==> src/rtl/core/smf_pkg.sv <==
package smf_pkg;

    localparam int BYTE_W          = 8;
    localparam int REG_BYTES       = 16;
    localparam int LEN_W           = 5;
    localparam int COUNT_W         = 32;
    localparam int PATTERN_MAX_DEF = 16;
    localparam int APB_ADDR_W      = 5;
    localparam int APB_DATA_W      = 64;

    typedef enum logic [1:0] {
        REG_PATTERN_LOW  = 2'd0,
        REG_PATTERN_HIGH = 2'd1,
        REG_PATTERN_LEN  = 2'd2
    } reg_idx_t;

    typedef struct packed {
        logic [REG_BYTES*BYTE_W-1:0] pattern;
        logic [LEN_W-1:0]            length;
    } smf_cfg_t;

    typedef struct packed {
        logic               hit;
        logic [COUNT_W-1:0] start;
    } smf_result_t;

endpackage

==> src/rtl/core/smf_in_if.sv <==
interface smf_in_if
    import smf_pkg::*;
();
    logic              valid;
    logic              ready;
    logic [BYTE_W-1:0] text_byte;
    logic              starts_text;

    modport source (output valid, output text_byte, output starts_text, input ready);
    modport sink   (input valid, input text_byte, input starts_text, output ready);
endinterface

==> src/rtl/core/smf_out_if.sv <==
interface smf_out_if
    import smf_pkg::*;
();
    logic               valid;
    logic               ready;
    logic [COUNT_W-1:0] match_start;

    modport source (output valid, output match_start, input ready);
    modport sink   (input valid, input match_start, output ready);
endinterface

==> src/rtl/core/smf_cfg_regs.sv <==
module smf_cfg_regs
    import smf_pkg::*;
(
    input  logic                  clk,
    input  logic                  rst_n,
    input  logic                  psel,
    input  logic                  penable,
    input  logic                  pwrite,
    input  logic [APB_ADDR_W-1:0] paddr,
    input  logic [APB_DATA_W-1:0] pwdata,
    output logic [APB_DATA_W-1:0] prdata,
    output smf_cfg_t              cfg
);

    logic [APB_DATA_W-1:0] pattern_low_reg;
    logic [APB_DATA_W-1:0] pattern_high_reg;
    logic [LEN_W-1:0]      pattern_len_reg;
    logic                  wr_en;
    reg_idx_t              idx;

    assign wr_en = psel && penable && pwrite;
    assign idx   = reg_idx_t'(paddr[APB_ADDR_W-1:3]);

    always_ff @(posedge clk or negedge rst_n)
    begin
        if (!rst_n)
        begin
            pattern_low_reg  <= '0;
            pattern_high_reg <= '0;
            pattern_len_reg  <= LEN_W'(1);
        end
        else if (wr_en)
        begin
            case (idx)
                REG_PATTERN_LOW:  pattern_low_reg  <= pwdata;
                REG_PATTERN_HIGH: pattern_high_reg <= pwdata;
                REG_PATTERN_LEN:  pattern_len_reg  <= pwdata[LEN_W-1:0];
                default:          ;
            endcase
        end
    end

    always_comb
    begin
        case (idx)
            REG_PATTERN_LOW:  prdata = pattern_low_reg;
            REG_PATTERN_HIGH: prdata = pattern_high_reg;
            REG_PATTERN_LEN:  prdata = APB_DATA_W'(pattern_len_reg);
            default:          prdata = '0;
        endcase
    end

    assign cfg.pattern = {pattern_high_reg, pattern_low_reg};
    assign cfg.length  = pattern_len_reg;

endmodule

==> src/rtl/core/smf_matcher.sv <==
module smf_matcher
    import smf_pkg::*;
#(
    parameter int PATTERN_MAX = PATTERN_MAX_DEF
)
(
    input  logic              clk,
    input  logic              rst_n,
    input  logic              step,
    input  logic [BYTE_W-1:0] text_byte,
    input  logic              starts_text,
    input  smf_cfg_t          cfg,
    output smf_result_t       result
);

    localparam int LEN_MAX    = (PATTERN_MAX < REG_BYTES) ? PATTERN_MAX : REG_BYTES;
    localparam int HIST_DEPTH = (LEN_MAX > 1) ? LEN_MAX - 1 : 1;
    localparam int PIDX_W     = $clog2(REG_BYTES);

    logic [BYTE_W-1:0]  hist_reg  [HIST_DEPTH];
    logic [BYTE_W-1:0]  hist_next [HIST_DEPTH];
    logic [COUNT_W-1:0] count_reg;
    logic [COUNT_W-1:0] count_next;

    logic [BYTE_W-1:0]  pat [REG_BYTES];
    logic [BYTE_W-1:0]  win [LEN_MAX];
    logic [LEN_W-1:0]   act_len;
    logic [LEN_W-1:0]   len_m1;
    logic [COUNT_W-1:0] pos;

    always_comb
    begin
        for (int i = 0; i < REG_BYTES; i++)
        begin
            pat[i] = cfg.pattern[i*BYTE_W +: BYTE_W];
        end
    end

    // window: incoming byte first, then history, cleared at start of text
    always_comb
    begin
        win[0] = text_byte;
        for (int d = 1; d < LEN_MAX; d++)
        begin
            win[d] = starts_text ? '0 : hist_reg[d-1];
        end
    end

    assign act_len = (cfg.length > LEN_W'(LEN_MAX)) ? LEN_W'(LEN_MAX) : cfg.length;
    assign len_m1  = act_len - LEN_W'(1);
    assign pos     = starts_text ? '0 : count_reg;

    always_comb
    begin
        logic [LEN_W-1:0] pidx;
        logic             hit;
        hit  = (act_len != '0) && (pos >= COUNT_W'(len_m1));
        pidx = '0;
        for (int d = 0; d < LEN_MAX; d++)
        begin
            if (LEN_W'(d) < act_len)
            begin
                pidx = len_m1 - LEN_W'(d);
                if (win[d] != pat[pidx[PIDX_W-1:0]])
                begin
                    hit = 1'b0;
                end
            end
        end
        result.hit   = hit;
        result.start = pos - COUNT_W'(len_m1);
    end

    always_comb
    begin
        hist_next[0] = text_byte;
        for (int i = 1; i < HIST_DEPTH; i++)
        begin
            hist_next[i] = starts_text ? '0 : hist_reg[i-1];
        end
        count_next = (pos == '1) ? pos : pos + COUNT_W'(1);
    end

    always_ff @(posedge clk or negedge rst_n)
    begin
        if (!rst_n)
        begin
            for (int i = 0; i < HIST_DEPTH; i++)
            begin
                hist_reg[i] <= '0;
            end
            count_reg <= '0;
        end
        else if (step)
        begin
            hist_reg  <= hist_next;
            count_reg <= count_next;
        end
    end

endmodule

==> src/rtl/core/substring_match_finder.sv <==
// Substring match finder. Text bytes enter on in_item; after each byte the block compares
// the last pattern_length bytes of the current text against the pattern and, on a match,
// sends one item on out_item carrying the text position of the occurrence's first byte
// (overlapping occurrences all reported). starts_text marks the first byte of a new text
// and restarts the position count at zero; positions saturate at 2^32-1. Throughput is
// one byte per cycle while out_item does not stall, set by the parallel window compare
// between the input register and the result register; a result item is registered when
// its byte leaves the input register. Program the pattern (APB, 64-bit data, registers at
// byte offsets 0x0, 0x8, 0x10) only while no bytes are in flight.
module substring_match_finder
    import smf_pkg::*;
#(
    parameter int PATTERN_MAX = PATTERN_MAX_DEF
)
(
    input  logic                  clk,
    input  logic                  rst_n,
    input  logic                  psel,
    input  logic                  penable,
    input  logic                  pwrite,
    input  logic [APB_ADDR_W-1:0] paddr,
    input  logic [APB_DATA_W-1:0] pwdata,
    output logic [APB_DATA_W-1:0] prdata,
    output logic                  pready,
    smf_in_if.sink                in_item,
    smf_out_if.source             out_item
);

    smf_cfg_t           cfg;
    smf_result_t        result;

    logic               in_valid_reg;
    logic [BYTE_W-1:0]  in_byte_reg;
    logic               in_start_reg;
    logic               out_valid_reg;
    logic [COUNT_W-1:0] out_start_reg;
    logic               advance;

    assign pready = 1'b1;

    smf_cfg_regs u_cfg_regs (
        .clk     (clk),
        .rst_n   (rst_n),
        .psel    (psel),
        .penable (penable),
        .pwrite  (pwrite),
        .paddr   (paddr),
        .pwdata  (pwdata),
        .prdata  (prdata),
        .cfg     (cfg)
    );

    smf_matcher #(
        .PATTERN_MAX (PATTERN_MAX)
    ) u_matcher (
        .clk         (clk),
        .rst_n       (rst_n),
        .step        (advance),
        .text_byte   (in_byte_reg),
        .starts_text (in_start_reg),
        .cfg         (cfg),
        .result      (result)
    );

    // item moves from input register to result register when the result slot frees
    assign advance       = in_valid_reg && (!out_valid_reg || out_item.ready);
    assign in_item.ready = !in_valid_reg || advance;

    always_ff @(posedge clk or negedge rst_n)
    begin
        if (!rst_n)
        begin
            in_valid_reg <= 1'b0;
        end
        else if (in_item.ready)
        begin
            in_valid_reg <= in_item.valid;
        end
    end

    always_ff @(posedge clk)
    begin
        if (in_item.valid && in_item.ready)
        begin
            in_byte_reg  <= in_item.text_byte;
            in_start_reg <= in_item.starts_text;
        end
    end

    always_ff @(posedge clk or negedge rst_n)
    begin
        if (!rst_n)
        begin
            out_valid_reg <= 1'b0;
        end
        else if (advance)
        begin
            out_valid_reg <= result.hit;
        end
        else if (out_item.ready)
        begin
            out_valid_reg <= 1'b0;
        end
    end

    always_ff @(posedge clk)
    begin
        if (advance)
        begin
            out_start_reg <= result.start;
        end
    end

    assign out_item.valid       = out_valid_reg;
    assign out_item.match_start = out_start_reg;

`ifndef ASSERT_OFF
    a_pending_kept: assert property (@(posedge clk) disable iff (!rst_n)
        in_valid_reg && !advance |=> in_valid_reg)
        else $error("buffered item lost while stalled");

    a_result_from_advance: assert property (@(posedge clk) disable iff (!rst_n)
        $rose(out_valid_reg) |-> $past(advance))
        else $error("result appeared without an item");

    a_stall_cause: assert property (@(posedge clk) disable iff (!rst_n)
        !in_item.ready |-> in_valid_reg && out_valid_reg && !out_item.ready)
        else $error("input stalled with room available");
`endif

endmodule

==> src/flat_wrapper.sv <==
// flat-port wrapper written by rule: the top's interface ports become plain ports
module substring_match_finder_flat import smf_pkg::*;
#(
    parameter int PATTERN_MAX = PATTERN_MAX_DEF
)
  (clk, rst_n, psel, penable, pwrite, paddr, pwdata, prdata, pready, in_item_valid, in_item_text_byte, in_item_starts_text, in_item_ready, out_item_valid, out_item_match_start, out_item_ready);
  smf_in_if in_item_i ();
  smf_out_if out_item_i ();
  input  logic clk;
  input  logic rst_n;
  input  logic psel;
  input  logic penable;
  input  logic pwrite;
  input  logic [APB_ADDR_W-1:0] paddr;
  input  logic [APB_DATA_W-1:0] pwdata;
  output logic [APB_DATA_W-1:0] prdata;
  output logic pready;
  input wire logic [$bits(in_item_i.valid)-1:0] in_item_valid;
  input wire logic [$bits(in_item_i.text_byte)-1:0] in_item_text_byte;
  input wire logic [$bits(in_item_i.starts_text)-1:0] in_item_starts_text;
  output wire logic [$bits(in_item_i.ready)-1:0] in_item_ready;
  output wire logic [$bits(out_item_i.valid)-1:0] out_item_valid;
  output wire logic [$bits(out_item_i.match_start)-1:0] out_item_match_start;
  input wire logic [$bits(out_item_i.ready)-1:0] out_item_ready;
  assign in_item_i.valid = in_item_valid;
  assign in_item_i.text_byte = in_item_text_byte;
  assign in_item_i.starts_text = in_item_starts_text;
  assign in_item_ready = in_item_i.ready;
  assign out_item_valid = out_item_i.valid;
  assign out_item_match_start = out_item_i.match_start;
  assign out_item_i.ready = out_item_ready;
  substring_match_finder #(.PATTERN_MAX(PATTERN_MAX)) u_core (.clk(clk), .rst_n(rst_n), .psel(psel), .penable(penable), .pwrite(pwrite), .paddr(paddr), .pwdata(pwdata), .prdata(prdata), .pready(pready), .in_item(in_item_i), .out_item(out_item_i));
endmodule
==> config.mk <==
export PLATFORM = sky130hd
export DESIGN_NAME = substring_match_finder_flat
export DESIGN_NICKNAME = d
export VERILOG_FILES = /design/src/rtl/core/smf_pkg.sv /design/src/rtl/core/smf_in_if.sv /design/src/rtl/core/smf_out_if.sv /design/src/rtl/core/smf_cfg_regs.sv /design/src/rtl/core/smf_matcher.sv /design/src/rtl/core/substring_match_finder.sv /design/src/flat_wrapper.sv
export SDC_FILE = /design/constraint.sdc
export NUM_CORES = 1
export LEC_CHECK = 0
export BUFFER_PORTS_ARGS = -buffer_cell sky130_fd_sc_hd__buf_2
export CORE_MARGIN = 2
export CORE_UTILIZATION = 33
export DETAILED_ROUTE_END_ITERATION = 8
export SLEW_MARGIN = 40
export SYNTH_ARGS = -nofsm -noshare
export SYNTH_HDL_FRONTEND = slang
export SYNTH_SLANG_ARGS = --single-unit
==> constraint.sdc <==
create_clock -name clk -period 8 [get_ports clk]
set_input_delay 0.4 -clock clk [delete_from_list [all_inputs] [get_ports clk]]
set_output_delay 0.4 -clock clk [all_outputs]
set_load 0.02 [all_outputs]
==> results.yml <==
place:
  placed_area_sq_mm: 0.02648
  io_buffers: 179
  gp_congestion: 0.9714
  hpwlAfterDp_mm: 63.10
power:
  peakVddDrop_uv: 174.4
  p_leak_nw: 11.18
  cellPowerDensity_mw_per_mm2: 361.2
yosys:
  avgSynthCellArea_sq_um: 9.553
  postSynthNetCount: 2701
  async_flop_share_pct: 87.50
  synth_cells: 2597
  seq_area_frac_synth_pct: 33.92
  ys.flop_type: "dfrtp_1"
  synth_area_sq_mm: 0.02481
  yosys_warnings: 0
  ys_seq_elements: 328
  synth_edf_count: 41
  synth.distinct_cells: 87
job:
  drv_cap: 0
drt:
  detail-route-antenna-nets: 0
  dr.pass1.iters: 6
  via_per_inst: 5.907
  wl_per_cell_um: 23.44
  drt-total-wl_mm: 85.89
  drc: 0
  dr_total_vias: 21640
  first_iter_violations: 2276
floorplanning:
  initial_utilization_pct: 33.32
  dieArea_sq_mm: 0.07739
  core_area_sq_mm: 0.07445
  row_count: 100
  io_pins: 184
  die_y_um: 278.2
  die_x_um: 278.2
finish:
  diodes: 0
  synthToLayoutAreaGrowth_pct: 12.91
  n_fill_cell: 7417
  fin_area_sq_mm: 0.02801
  drive_above_1_share_pct: 22.30
  layout.nets: 2769
  largest_reg_flops: 120
critical_path:
  crit_path_start: "u_core.u_cfg_regs.pattern_len_reg[0]"
  r2r_cells: 15
  crit_path_end_kind: "flop"
  worstSetupStartpointType: "flop"
  critical_path_class: "reg -> reg"
  cp_data_required_time_ps: 8450
  r2r-start: "u_core.u_cfg_regs.pattern_len_reg[0]"
  crit_arrival_ps: 6350
  cp_max_fo: 49
worst_hold_path:
  hold_class: "in -> reg"
  holdCritStartpoint: "in_item_text_byte[6]"
  hold_path_depth: 1
sta:
  rsz0062_at_grt: "false"
  hold_viol: 0
  worstMarginPinSlew_ps: 875.2
  max_freq_ghz: 0.1696
  drv_slew: 0
  period_share_pct: 73.72
  final.setup.tns_ps: 0
  period_minus_slack_ps: 5897
  finClkSkew_ps: 34.25
  setup_viol: 0
  relSlewSlack_pct: 41.53
grt:
  grt.total_usage_pct: 21.71
  first_global_vias: 20010
  grt.overflow.total: 0
  grt_max_degree: 154
  grt_antenna_before_repair: 0
  grt_pass1_wl_mm: 129.3
run_status:
  status: "complete, no violations"
cts:
  cts_root_buf: "clkbuf_16"
  clockBufferDepth: 3
  cts_tree: "yes"
  clock_latency_ps: 590
  path_clk_slew_ps: 60
  cts_htree_levels: 2
  numClockSinks: 328
  numCtsBuffers: 39
stage by stage:
stage / power [W] / utilization (%) / hold WS (ps) / setup WS, ps / std cells
2_1_floorplan: 0.006202 / - / 104.4 / 2164 / 2597
3_3_place_gp: 0.007937 / 35.51 / 451.4 / 2010 / 3583
3_5_place_dp: 0.008014 / 35.57 / 462.3 / 2135 / 3583
4_1_cts: 0.01001 / 37.56 / 0.4737 / 2121 / 3662
5_1_grt: 0.01056 / 37.63 / 3.162 / 1776 / 3664
6_report: 0.01012 / 37.63 / 16.62 / 2103 / 3664
final timing paths:
check / to / slack [ps]
setup / recovery: u_core.out_item.valid / 2100
hold / removal: u_core.in_byte_reg[6] / 20
setup reg to reg: u_core.out_item.valid / 2100
hold reg to reg: u_core.u_matcher.hist_reg[66] / 470
max in group asynchronous: u_core.u_cfg_regs.pattern_low_reg[22] / 6260
min in group asynchronous: u_core.u_matcher.count_reg[30] / 410
logic make-up after synthesis:
| group | synth area share, % |
|---|---|
| flip-flops | 33.92 |
| adder cells (fa/ha/maj) | 1.069 |
| multiplexers | 25.38 |
| AO/OA/AOI/OAI | 15.10 |
| other | 0.01512 |
| AND/OR/NAND/NOR | 15.89 |
| XOR/XNOR | 4.690 |
| buffers and inverters | 3.944 |
where the power goes:
group          total, W  internal (W)  switching, W  leakage [nW]
Clock           0.00197       0.00121      0.000753         0.680
Combinational   0.00580       0.00235       0.00345          6.37
Sequential      0.00235       0.00192      0.000435          4.13
Total            0.0101       0.00548       0.00464          11.2
cells in the mapped netlist (all sizes together) (8+ instances only):
cell	n	area share, %
a211o	9	0.32
a211oi	39	1.2
a21oi	56	1.1
a22o	12	0.42
a22oi	41	1.2
a31oi	41	1.0
and2	8	0.20
and3	9	0.23
buf	62	1.3
clkbuf	134	2.0
dfrtp	286	29
edfxtp	41	5.0
ha	18	0.91
inv	37	0.58
mux2	164	7.4
mux2i	161	6.5
mux4	126	11
nand2	388	5.9
nand2b	40	1.0
nand3	29	0.59
nand3b	13	0.39
nand4	16	0.40
nor2	216	3.3
nor2b	24	0.64
nor3	39	0.81
nor3b	12	0.36
nor4	19	0.48
nor4bb	19	0.77
o211ai	24	0.73
o21a	8	0.24
o21ai	164	3.3
o21bai	23	0.70
o22ai	73	1.8
o31ai	16	0.48
or3	9	0.23
xnor2	85	3.0
xor2	47	1.7
critical path, stage by stage (launching register included):
cell       delay, ps
dfstp_4         1020
nor2b_4          480
ha_2             350
inv_2            530
buf_4            440
ha_1             210
a21oi_1           90
xnor2_2          170
buf_4            310
mux4_2           650
or3_1            400
a32oi_1          220
o2111ai_1        180
a211oi_2         230
nor3_1           100
o41ai_2          340
area by class of cell:
type / count / area [sq um] / area share, %
well taps: 969 / 1212 / 4.328
inverters: 38 / 152.6 / 0.5450
multi-input cells: 2035 / 15480 / 55.25
repair buffers: 223 / 1351 / 4.824
flip-flops and latches: 328 / 8418 / 30.05
clock buffers: 56 / 1131 / 4.038
clock inverters: 15 / 269.0 / 0.9604
routing by layer:
metal  GRT usage (%)  up-vias  wire length (um)
met5               0        -                 0
met4           11.84        0              5565
met3           3.836      200              7357
met2           33.66     1031             38200
met1           28.81    10660             34770
li1                -     9757                 -
layout by cell type, fill, tap and decap left out, drive strengths merged, types with 41 or more instances in the layout:
cell,n
a22oi,41
xnor2,85
o22ai,73
xor2,47
mux2,164
clkbuf,56
mux4,126
dfrtp,286
mux2i,161
nor2,216
o21ai,164
buf,215
edfxtp,41
a21oi,56
nand2,388
a31oi,41
what timing repair did:
item                                   CTS  global route
setup buffers                            0             0
resized for setup                        0             0
endpoints found under the hold margin   86             0
hold buffers                             8             0
(Power assumes the default switching activity.)
